**src/rtl/point_segment_distance_angle_macros.svh**
```systemverilog
// Assertion macros for the point to segment distance block.
// A module that uses them has clk_i and rst_ni in scope.
`ifndef POINT_SEGMENT_DISTANCE_ANGLE_MACROS_SVH
`define POINT_SEGMENT_DISTANCE_ANGLE_MACROS_SVH
`ifndef SYNTHESIS
`define PSDA_ASSERT(lbl, cond, msg) \
  lbl: assert property (@(posedge clk_i) disable iff (!rst_ni) (cond)) else $error(msg);
`define PSDA_ASSERT_IMP(lbl, ante, cons, msg) \
  lbl: assert property (@(posedge clk_i) disable iff (!rst_ni) (ante) |-> (cons)) \
    else $error(msg);
`else
`define PSDA_ASSERT(lbl, cond, msg)
`define PSDA_ASSERT_IMP(lbl, ante, cons, msg)
`endif
`endif

```
**src/rtl/psda_pkg.sv**
```systemverilog
package psda_pkg;

  localparam int unsigned IN_W   = 16;
  localparam int unsigned DIF_W  = 17;
  localparam int unsigned PRD_W  = 34;
  localparam int unsigned SUM_W  = 35;
  localparam int unsigned DEN_W  = 34;
  localparam int unsigned NUM_W  = 70;
  localparam int unsigned QUO_W  = 36;
  localparam int unsigned ROOT_W = QUO_W / 2;
  localparam int unsigned SREM_W = ROOT_W + 2;
  localparam int unsigned DIST_W = 17;
  localparam int unsigned ANG_W  = 15;

  localparam logic [DIST_W-1:0] DIST_MAX   = 17'd131071;
  localparam logic [DIST_W-1:0] DIST_REACH = 17'd92682;
  localparam int               ANG_MAX    = 11520;

  // CORDIC datapath
  localparam int unsigned CX_W      = 45;
  localparam int unsigned ACC_W     = 24;
  localparam int unsigned NORM_N    = 7;
  localparam int unsigned NORM_EXP  = 40;
  localparam int unsigned ATAN_LEN  = 24;
  localparam int unsigned ACC_FRAC  = 8;
  localparam logic signed [ACC_W-1:0] DEG90_ACC = 24'sd1474560;
  localparam logic signed [ACC_W-1:0] ACC_RND   = 24'sd128;

  // atan(2^-i) in 2^-14 degree
  localparam logic [19:0] ATAN_TAB [ATAN_LEN] = '{
    20'd737280, 20'd435242, 20'd229970, 20'd116736, 20'd58595, 20'd29326,
    20'd14667, 20'd7334, 20'd3667, 20'd1833, 20'd917, 20'd458,
    20'd229, 20'd115, 20'd57, 20'd29, 20'd14, 20'd7,
    20'd4, 20'd2, 20'd1, 20'd0, 20'd0, 20'd0
  };

  // Shift tried by each normalising step; the last step adds the final single bit.
  localparam int unsigned NORM_SH [NORM_N] = '{32, 16, 8, 4, 2, 1, 1};

  // Operands leaving the front end.
  typedef struct packed {
    logic signed [SUM_W-1:0] dot;
    logic signed [SUM_W-1:0] crs;
    logic                    ang_zero;
    logic [NUM_W-1:0]        num;
    logic [DEN_W-1:0]        den;
  } psda_ops_t;

  // Divider operands carried past the CORDIC.
  typedef struct packed {
    logic [NUM_W-1:0] num;
    logic [DEN_W-1:0] den;
  } psda_div_t;

  function automatic logic [CX_W-1:0] cx_mag(input logic signed [CX_W-1:0] v);
    cx_mag = v[CX_W-1] ? CX_W'(-v) : CX_W'(v);
  endfunction

endpackage

```
**src/rtl/psda_sqrt.sv**
```systemverilog
module psda_sqrt import psda_pkg::*; (
  input  logic                    clk_i,
  input  logic                    rst_ni,
  input  logic                    in_valid_i,
  output logic                    in_ready_o,
  input  logic [QUO_W-1:0]        in_quo_i,
  input  logic signed [ANG_W-1:0] in_angle_i,
  output logic                    out_valid_o,
  input  logic                    out_ready_i,
  output logic [DIST_W-1:0]       out_dist_o,
  output logic signed [ANG_W-1:0] out_angle_o
);

  localparam int unsigned NST = ROOT_W + 1;

  logic [NST-1:0] v_q;
  logic [NST:0]   rdy;

  logic [SREM_W-1:0]       rem_q  [ROOT_W];
  logic [ROOT_W-1:0]       root_q [ROOT_W];
  logic [QUO_W-1:0]        qs_q   [ROOT_W];
  logic signed [ANG_W-1:0] ang_q  [ROOT_W];

  logic [SREM_W-1:0]       rem_s  [ROOT_W+1];
  logic [ROOT_W-1:0]       root_s [ROOT_W+1];
  logic [QUO_W-1:0]        qs_s   [ROOT_W+1];
  logic signed [ANG_W-1:0] ang_s  [ROOT_W+1];

  logic [DIST_W-1:0]       dist_q;
  logic signed [ANG_W-1:0] oang_q;
  logic [ROOT_W:0]         half;

  assign rem_s[0]  = '0;
  assign root_s[0] = '0;
  assign qs_s[0]   = in_quo_i;
  assign ang_s[0]  = in_angle_i;

  always_comb begin
    rdy[NST] = out_ready_i;
    for (int k = NST - 1; k >= 0; k--) begin
      rdy[k] = !v_q[k] || rdy[k+1];
    end
  end

  assign in_ready_o  = rdy[0];
  assign out_valid_o = v_q[NST-1];
  assign out_dist_o  = dist_q;
  assign out_angle_o = oang_q;

  always_ff @(posedge clk_i or negedge rst_ni) begin
    if (!rst_ni) begin
      v_q <= '0;
    end else begin
      for (int k = 0; k < NST; k++) begin
        if (rdy[k]) begin
          v_q[k] <= (k == 0) ? in_valid_i : v_q[k-1];
        end
      end
    end
  end

  for (genvar k = 0; k < ROOT_W; k++) begin : g_st
    logic [SREM_W+1:0] t, trial;
    logic              ge;
    always_comb begin
      t     = {rem_s[k], qs_s[k][QUO_W-1:QUO_W-2]};
      trial = {2'b00, root_s[k], 2'b01};
      ge    = t >= trial;
    end

    always_ff @(posedge clk_i) begin
      if (rdy[k]) begin
        rem_q[k]  <= ge ? SREM_W'(t - trial) : SREM_W'(t);
        root_q[k] <= {root_s[k][ROOT_W-2:0], ge};
        qs_q[k]   <= {qs_s[k][QUO_W-3:0], 2'b00};
        ang_q[k]  <= ang_s[k];
      end
    end

    assign rem_s[k+1]  = rem_q[k];
    assign root_s[k+1] = root_q[k];
    assign qs_s[k+1]   = qs_q[k];
    assign ang_s[k+1]  = ang_q[k];
  end

  // The largest odd integer not above the root is 2n-1, which gives n = (root + 1) / 2.
  assign half = ({1'b0, root_s[ROOT_W]} + (ROOT_W + 1)'(1)) >> 1;

  always_ff @(posedge clk_i) begin
    if (rdy[NST-1]) begin
      dist_q <= (half > (ROOT_W + 1)'(DIST_MAX)) ? DIST_MAX : DIST_W'(half);
      oang_q <= ang_s[ROOT_W];
    end
  end

endmodule

```
**config.mk**
```make
export PLATFORM = sky130hd
export DESIGN_NAME = psda_sqrt
export DESIGN_NICKNAME = d
export VERILOG_FILES = /design/src/rtl/point_segment_distance_angle_macros.svh /design/src/rtl/psda_pkg.sv /design/src/rtl/psda_sqrt.sv
export SDC_FILE = /design/constraint.sdc
export NUM_CORES = 1
export LEC_CHECK = 0
export BUFFER_PORTS_ARGS = -buffer_cell sky130_fd_sc_hd__buf_2
export CORE_ASPECT_RATIO = 0.6
export CORE_MARGIN = 4
export CORE_UTILIZATION = 45
export CTS_BUF_LIST = sky130_fd_sc_hd__clkbuf_4 sky130_fd_sc_hd__clkbuf_8
export CTS_CLUSTER_DIAMETER = 30
export DETAILED_ROUTE_END_ITERATION = 6
export SYNTH_ARGS = -nofsm -noshare
export SYNTH_HDL_FRONTEND = slang
export SYNTH_SLANG_ARGS = --single-unit
```
**constraint.sdc**
```tcl
create_clock -name clk_i -period 7.7 [get_ports clk_i]
set_input_delay 1.54 -clock clk_i [delete_from_list [all_inputs] [get_ports clk_i]]
set_output_delay 1.54 -clock clk_i [all_outputs]
set_load 0.05 [all_outputs]
```
==> qor.yml, run 1 <==
run_status:
  outcome: "finished, final reports clean"
final_layout:
  fin_nets: 3668
  area_growth_pct: 12.9
  fillerInstances: 8779
  final_cell_mix: "1,096 x edfxtp_1, 238 x inv_1, 208 x nand2_1"
  drive_above_1_share_pct: 13.5
  finalInstanceArea_um2: 52600
  fin_util_pct: 51.2
  fin_cells: 4964
  final_common_cell: "edfxtp_1"
sta:
  hold_viol: 0
  worst_pin_slew_ns: 1.11
  whs_ns: 0.396
  timing.final.ws_setup_ns: 1.55
  grt_setup_unrepaired: "no"
  clock_skew_ns: 0.0429
  setup_viol: 0
  tns_ns: 0
  drv_slew: 0
  maxSlewHeadroom_pct: 25.5
  post-route-period-util_pct: 79.9
  fmax_ghz: 0.163
  min_period_ns: 6.15
setup_path:
  worstPathMaxFanout: 6
  r2r_end: "qs_q[4][29]"
  worst_setup_path_start_kind: "primary input"
  cp.required_ns: 6.16
  reg2reg_slack_ns: 3.74
  worstPathArrival_ns: 4.61
  critPathKind: "in2out"
  critPathCaptureType: "primary output"
  timing.rr.start: "v_q[18]"
  reg2regPathDepth: 7
power_and_ir_drop:
  clockPowerShare_pct: 31.7
  switchingPower_mw: 4.48
  power.share.switching_pct: 27.3
  internal_power_mw: 11.9
  p_per_area_nw_per_um2: 312
  pwr-share-seq_pct: 52.7
  finalPower_mw: 16.4
  power_frac_comb_pct: 15.6
  peakVddDrop_mv: 0.157
  leakagePower_nw: 20.9
global_route:
  antenna_found_initial: 3
  grt_use_total_pct: 15.6
  grt_max_degree: 69
  grt_pass1_wl_um: 134000
  grt.overflow.total: 0
  grt_pass1_vias: 24039
drt:
  drc: 0
  totalWireLength_um: 83900
  vias: 25031
  firstDrtPassIters: 6
  vias_per_cell: 5.04
  initialDrtViolationCount: 2211
  drtAntennaViolNets: 0
  avgRoutedWirePerCell_um: 16.9
clock_tree:
  h-tree-depth: 4
  cts_sinks: 1115
  cts_buffers: 172
  worstSkewPairLatency_ns: 0.83
  path_clk_slew_ns: 0.07
  clock_path_buffers: 3
  root_buffer: "clkbuf_8"
  cts_hold_buf: 0
  tritoncts: "built"
  cts_resized: 0
  cts_setup_buffers: 0
die:
  die_x_um: 423
  start_util_pct: 45.3
  num_rows: 91
  io-pin-count: 89
  fp.dieH_um: 257
  core_region_area_um2: 103000
  die_area_um2: 109000
synthesis:
  yosys_warnings: 0
  synth_edf_count: 1096
  synth_area_um2: 46500
  syn-instance-count: 3168
  syn-mean-instance-area_um2: 14.7
  syn_nets: 3414
  synthSimpleGateAreaFrac_pct: 8.24
  synth-xor-area-share_pct: 4.52
  ys_seq_area_share_pct: 71.7
  ys_ff_latch: 1115
  synthFlopType: "edfxtp_1"
  synth_top_family_by_area: "simple AND/OR/NAND/NOR gates"
  muxShareOfSynthArea_pct: 0.887
  ys_types: 77
  async_flop_share_pct: 1.70
  synth_compound_area_share_pct: 7.19
  synth_adder_area_share_pct: 5.14
placed_design:
  portBuffers: 88
  dp_cells: 4643
  placed_area_um2: 48900
  gp_congestion: 0.896
  dp_hpwl_um: 58800
  pre_cts_slack_ns: 1.57
worst_hold_path:
  hp-start: "ang_q[15][12]"
  min_to: "ang_q[16][12]"
  hold_path.class: "reg2reg"
  whs_path_depth: 0
job:
  maxCapViolCount: 0
==> registers in the layout, summed over array words and instances, names as in the netlist <==
name	cells
rem_q	317
qs_q	306
ang_q	270
root_q	171
v_q	19
out_dist_o	17
out_angle_o	15
==> cells by family after synthesis <==
kind of cell | count (synthesis)
buffers and inverters | 280
flip-flops | 1115
AND/OR/NAND/NOR | 769
AO/OA/AOI/OAI | 534
XOR/XNOR | 240
other | 1
adder cells (fa/ha/maj) | 191
multiplexers | 38
==> how the worst max path moves through the flow <==
stage / start / end / slack, ns
final: out_ready_i / in_ready_o / 1.55
after global placement: out_ready_i / in_ready_o / 1.57
after global routing: out_ready_i / in_ready_o / 1.32
after floorplan: out_ready_i / in_ready_o / 0.30
after CTS: out_ready_i / in_ready_o / 1.50
after detailed placement: out_ready_i / in_ready_o / 1.57
==> power groups by stage <==
stage / sequential (mW) / combinational, mW / clock [mW]
final: 8.64 / 2.56 / 5.20
after global routing: 8.77 / 2.87 / 5.69
after CTS: 8.65 / 2.56 / 5.39
after detailed placement: 8.77 / 2.54 / 0
after global placement: 8.75 / 2.50 / 0
after floorplan: 8.70 / 1.79 / 0
==> layer usage <==
layer	up-vias	GRT usage [%]	part of all wire, %
met2	591	18.5	36
met4	0	5.32	1.9
met3	121	3.76	6.7
met5	-	0	0
met1	11933	26.7	56
li1	12386	-	-
==> critical path, stage by stage <==
cell,delay [ns]
buf_2,0.09
nand2b_1,0.15
nor2_1,0.27
inv_1,0.11
nor4_1,0.91
and3_1,0.33
and2_0,0.48
and3_1,0.39
nand3_4,0.10
buf_2,0.22
==> area by class of cell <==
type                    count  area, um2  share of cell area [%]
diodes                      1       2.50                 0.00476
clock buffers             233       2900                    5.52
clock inverters            87        802                    1.53
inverters                 245        920                    1.75
multi-input cells        1773      12200                    23.1
flip-flops and latches   1115      33400                    63.5
well taps                1395       1750                    3.32
repair buffers            115        643                    1.22
==> synth_stat cells, drive strengths merged (6+ instances only) <==
cell type,count,share of area [%]
a211o,6,0.11
a211oi,18,0.29
a21boi,7,0.11
a21o,37,0.60
a21oi,148,1.6
a311oi,6,0.11
a31o,9,0.17
a31oi,16,0.22
and2,11,0.15
and3,14,0.19
and4,6,0.11
buf,8,0.089
clkbuf,27,0.22
dfrtp,19,1.0
edfxtp,1096,71
ha,191,5.1
inv,244,2.0
mux2,26,0.63
mux2i,12,0.26
nand2,214,1.7
nand2b,58,0.78
nand3,40,0.43
nand3b,11,0.18
nand4,31,0.42
nor2,172,1.4
nor2b,24,0.32
nor3,65,0.71
nor3b,8,0.14
nor4,35,0.48
o211a,8,0.17
o211ai,16,0.26
o21a,41,0.66
o21ai,151,1.6
o21bai,9,0.15
o31ai,19,0.31
or2,17,0.23
or3,34,0.48
or4,14,0.23
xnor2,118,2.2
xor2,122,2.3
No activity file was read; power rests on OpenSTA's default activity.
==> run 2: changes to the inputs <==
- clock period: 7.7 -> 6.3 ns (I/O delays scaled with it)
==> run 2 against run 1 <==
Effect of this change: via count shrank 0.44%; core utilization is 0.17 points higher; sequential cell count is the same; setup slack worse by 0.29 ns; count of clock-buffer cells in the layout is 23 lower; largest cell class unchanged; largest power group unchanged.
==> qor.yml, run 2 (synthesized netlist as in run 1, its figures left out) <==
die:
  num_rows: 91
  core_region_area_um2: 103000
  start_util_pct: 45.3
  io-pin-count: 89
  die_x_um: 423
  fp.dieH_um: 257
  die_area_um2: 109000
placed_design:
  placed_area_um2: 48900
  dp_cells: 4644
  portBuffers: 88
  dp_hpwl_um: 58200
  gp_congestion: 0.894
  pre_cts_slack_ns: 1.22
global_route:
  grt_use_total_pct: 15.5
  grt_pass1_vias: 24234
  grt_pass1_wl_um: 134000
  antenna_found_initial: 3
  grt.overflow.total: 0
  grt_max_degree: 69
power_and_ir_drop:
  finalPower_mw: 20.3
  leakagePower_nw: 20.9
  internal_power_mw: 14.8
  power.share.switching_pct: 27.3
  p_per_area_nw_per_um2: 385
  power_frac_comb_pct: 15.4
  peakVddDrop_mv: 0.234
  switchingPower_mw: 5.54
  pwr-share-seq_pct: 52.0
  clockPowerShare_pct: 32.6
clock_tree:
  cts_buffers: 174
  h-tree-depth: 4
  path_clk_slew_ns: 0.06
  cts_sinks: 1115
  cts_hold_buf: 0
  cts_setup_buffers: 0
  clock_path_buffers: 3
  cts_resized: 0
  tritoncts: "built"
  worstSkewPairLatency_ns: 0.85
  root_buffer: "clkbuf_8"
setup_path:
  timing.rr.start: "rem_q[9][12]"
  cp.required_ns: 5.04
  r2r_end: "rem_q[10][5]"
  path_cells: "buf_2 -> nand2b_4 -> nor2_4 -> clkinvlp_4 -> nor4_1 -> buf_4 -> and3_1 -> and2_0 -> buf_4 -> and3_1 -> nand3_2 -> buf_2"
  crit_family: "simple AND/OR/NAND/NOR gates"
  critical_path_buf_inv_count: 5
  cpMaxStageDelayCell: "nand2b_4"
  reg2regPathDepth: 5
  worstPathArrival_ns: 3.78
  critPathLaunch: "out_ready_i"
  reg2reg_slack_ns: 2.66
  critPathCaptureType: "primary output"
  critPathKind: "in2out"
  worstPathMaxFanout: 34
  worst_setup_path_start_kind: "primary input"
  max_stage_delay_ns: 0.36
drt:
  totalWireLength_um: 83000
  drtAntennaViolNets: 0
  initialDrtViolationCount: 2027
  drc: 0
  vias: 24922
  firstDrtPassIters: 5
  avgRoutedWirePerCell_um: 16.7
  vias_per_cell: 5.01
final_layout:
  fin_cells: 4971
  drive_above_1_share_pct: 13.5
  final_cell_mix: "1,096 x edfxtp_1, 237 x inv_1, 208 x nand2_1"
  area_growth_pct: 13.3
  fillerInstances: 8747
  fin_util_pct: 51.3
  largest_register: "rem_q"
  fin_nets: 3671
  reg.largest.list: "rem_q x317, qs_q x306, ang_q x270"
  largest_reg_flops: 317
  final_common_cell: "edfxtp_1"
  finalInstanceArea_um2: 52700
sta:
  setup_viol: 0
  maxSlewHeadroom_pct: 26.3
  drv_slew: 0
  timing.final.ws_setup_ns: 1.26
  tns_ns: 0
  worst_pin_slew_ns: 1.10
  post-route-period-util_pct: 80.0
  hold_viol: 0
  fmax_ghz: 0.198
  clock_skew_ns: 0.0439
  min_period_ns: 5.04
  whs_ns: 0.377
  grt_setup_unrepaired: "no"
job:
  maxCapViolCount: 0
run_status:
  outcome: "finished, final reports clean"
worst_hold_path:
  hold_path.class: "in2async"
==> run 2: area by class of cell <==
| type | instances | area [um2] | area share [%] |
|---|---|---|---|
| diodes | 1 | 2.50 | 0.00475 |
| clock buffers | 210 | 2680 | 5.08 |
| clock inverters | 116 | 1160 | 2.21 |
| inverters | 245 | 927 | 1.76 |
| multi-input cells | 1773 | 12200 | 23.1 |
| flip-flops and latches | 1115 | 33400 | 63.3 |
| well taps | 1395 | 1750 | 3.31 |
| repair buffers | 116 | 651 | 1.23 |
==> run 2: metal layers <==
layer	global-route usage [%]	share of wire (%)
met4	5.07	1.8
met1	25.9	55
met2	18.8	36
met5	0	0
met3	4.20	7.2
==> run 2: worst max-delay path by stage <==
stage	cells past startpoint	slack, ns	end
global route	12	1.06	in_ready_o
detailed placement	12	1.22	in_ready_o
finish	12	1.26	in_ready_o
CTS	12	1.20	in_ready_o
floorplan	7	0.04	ang_q[10][0]
global placement	12	1.20	in_ready_o
==> run 2: power by group through the flow <==
stage          clock, mW  sequential, mW  combinational (mW)
5_1_grt             7.22            10.7                3.52
2_1_floorplan          0            10.6                2.20
3_3_place_gp           0            10.7                3.06
4_1_cts             6.84            10.6                3.12
6_report            6.61            10.6                3.13
3_5_place_dp           0            10.7                3.10
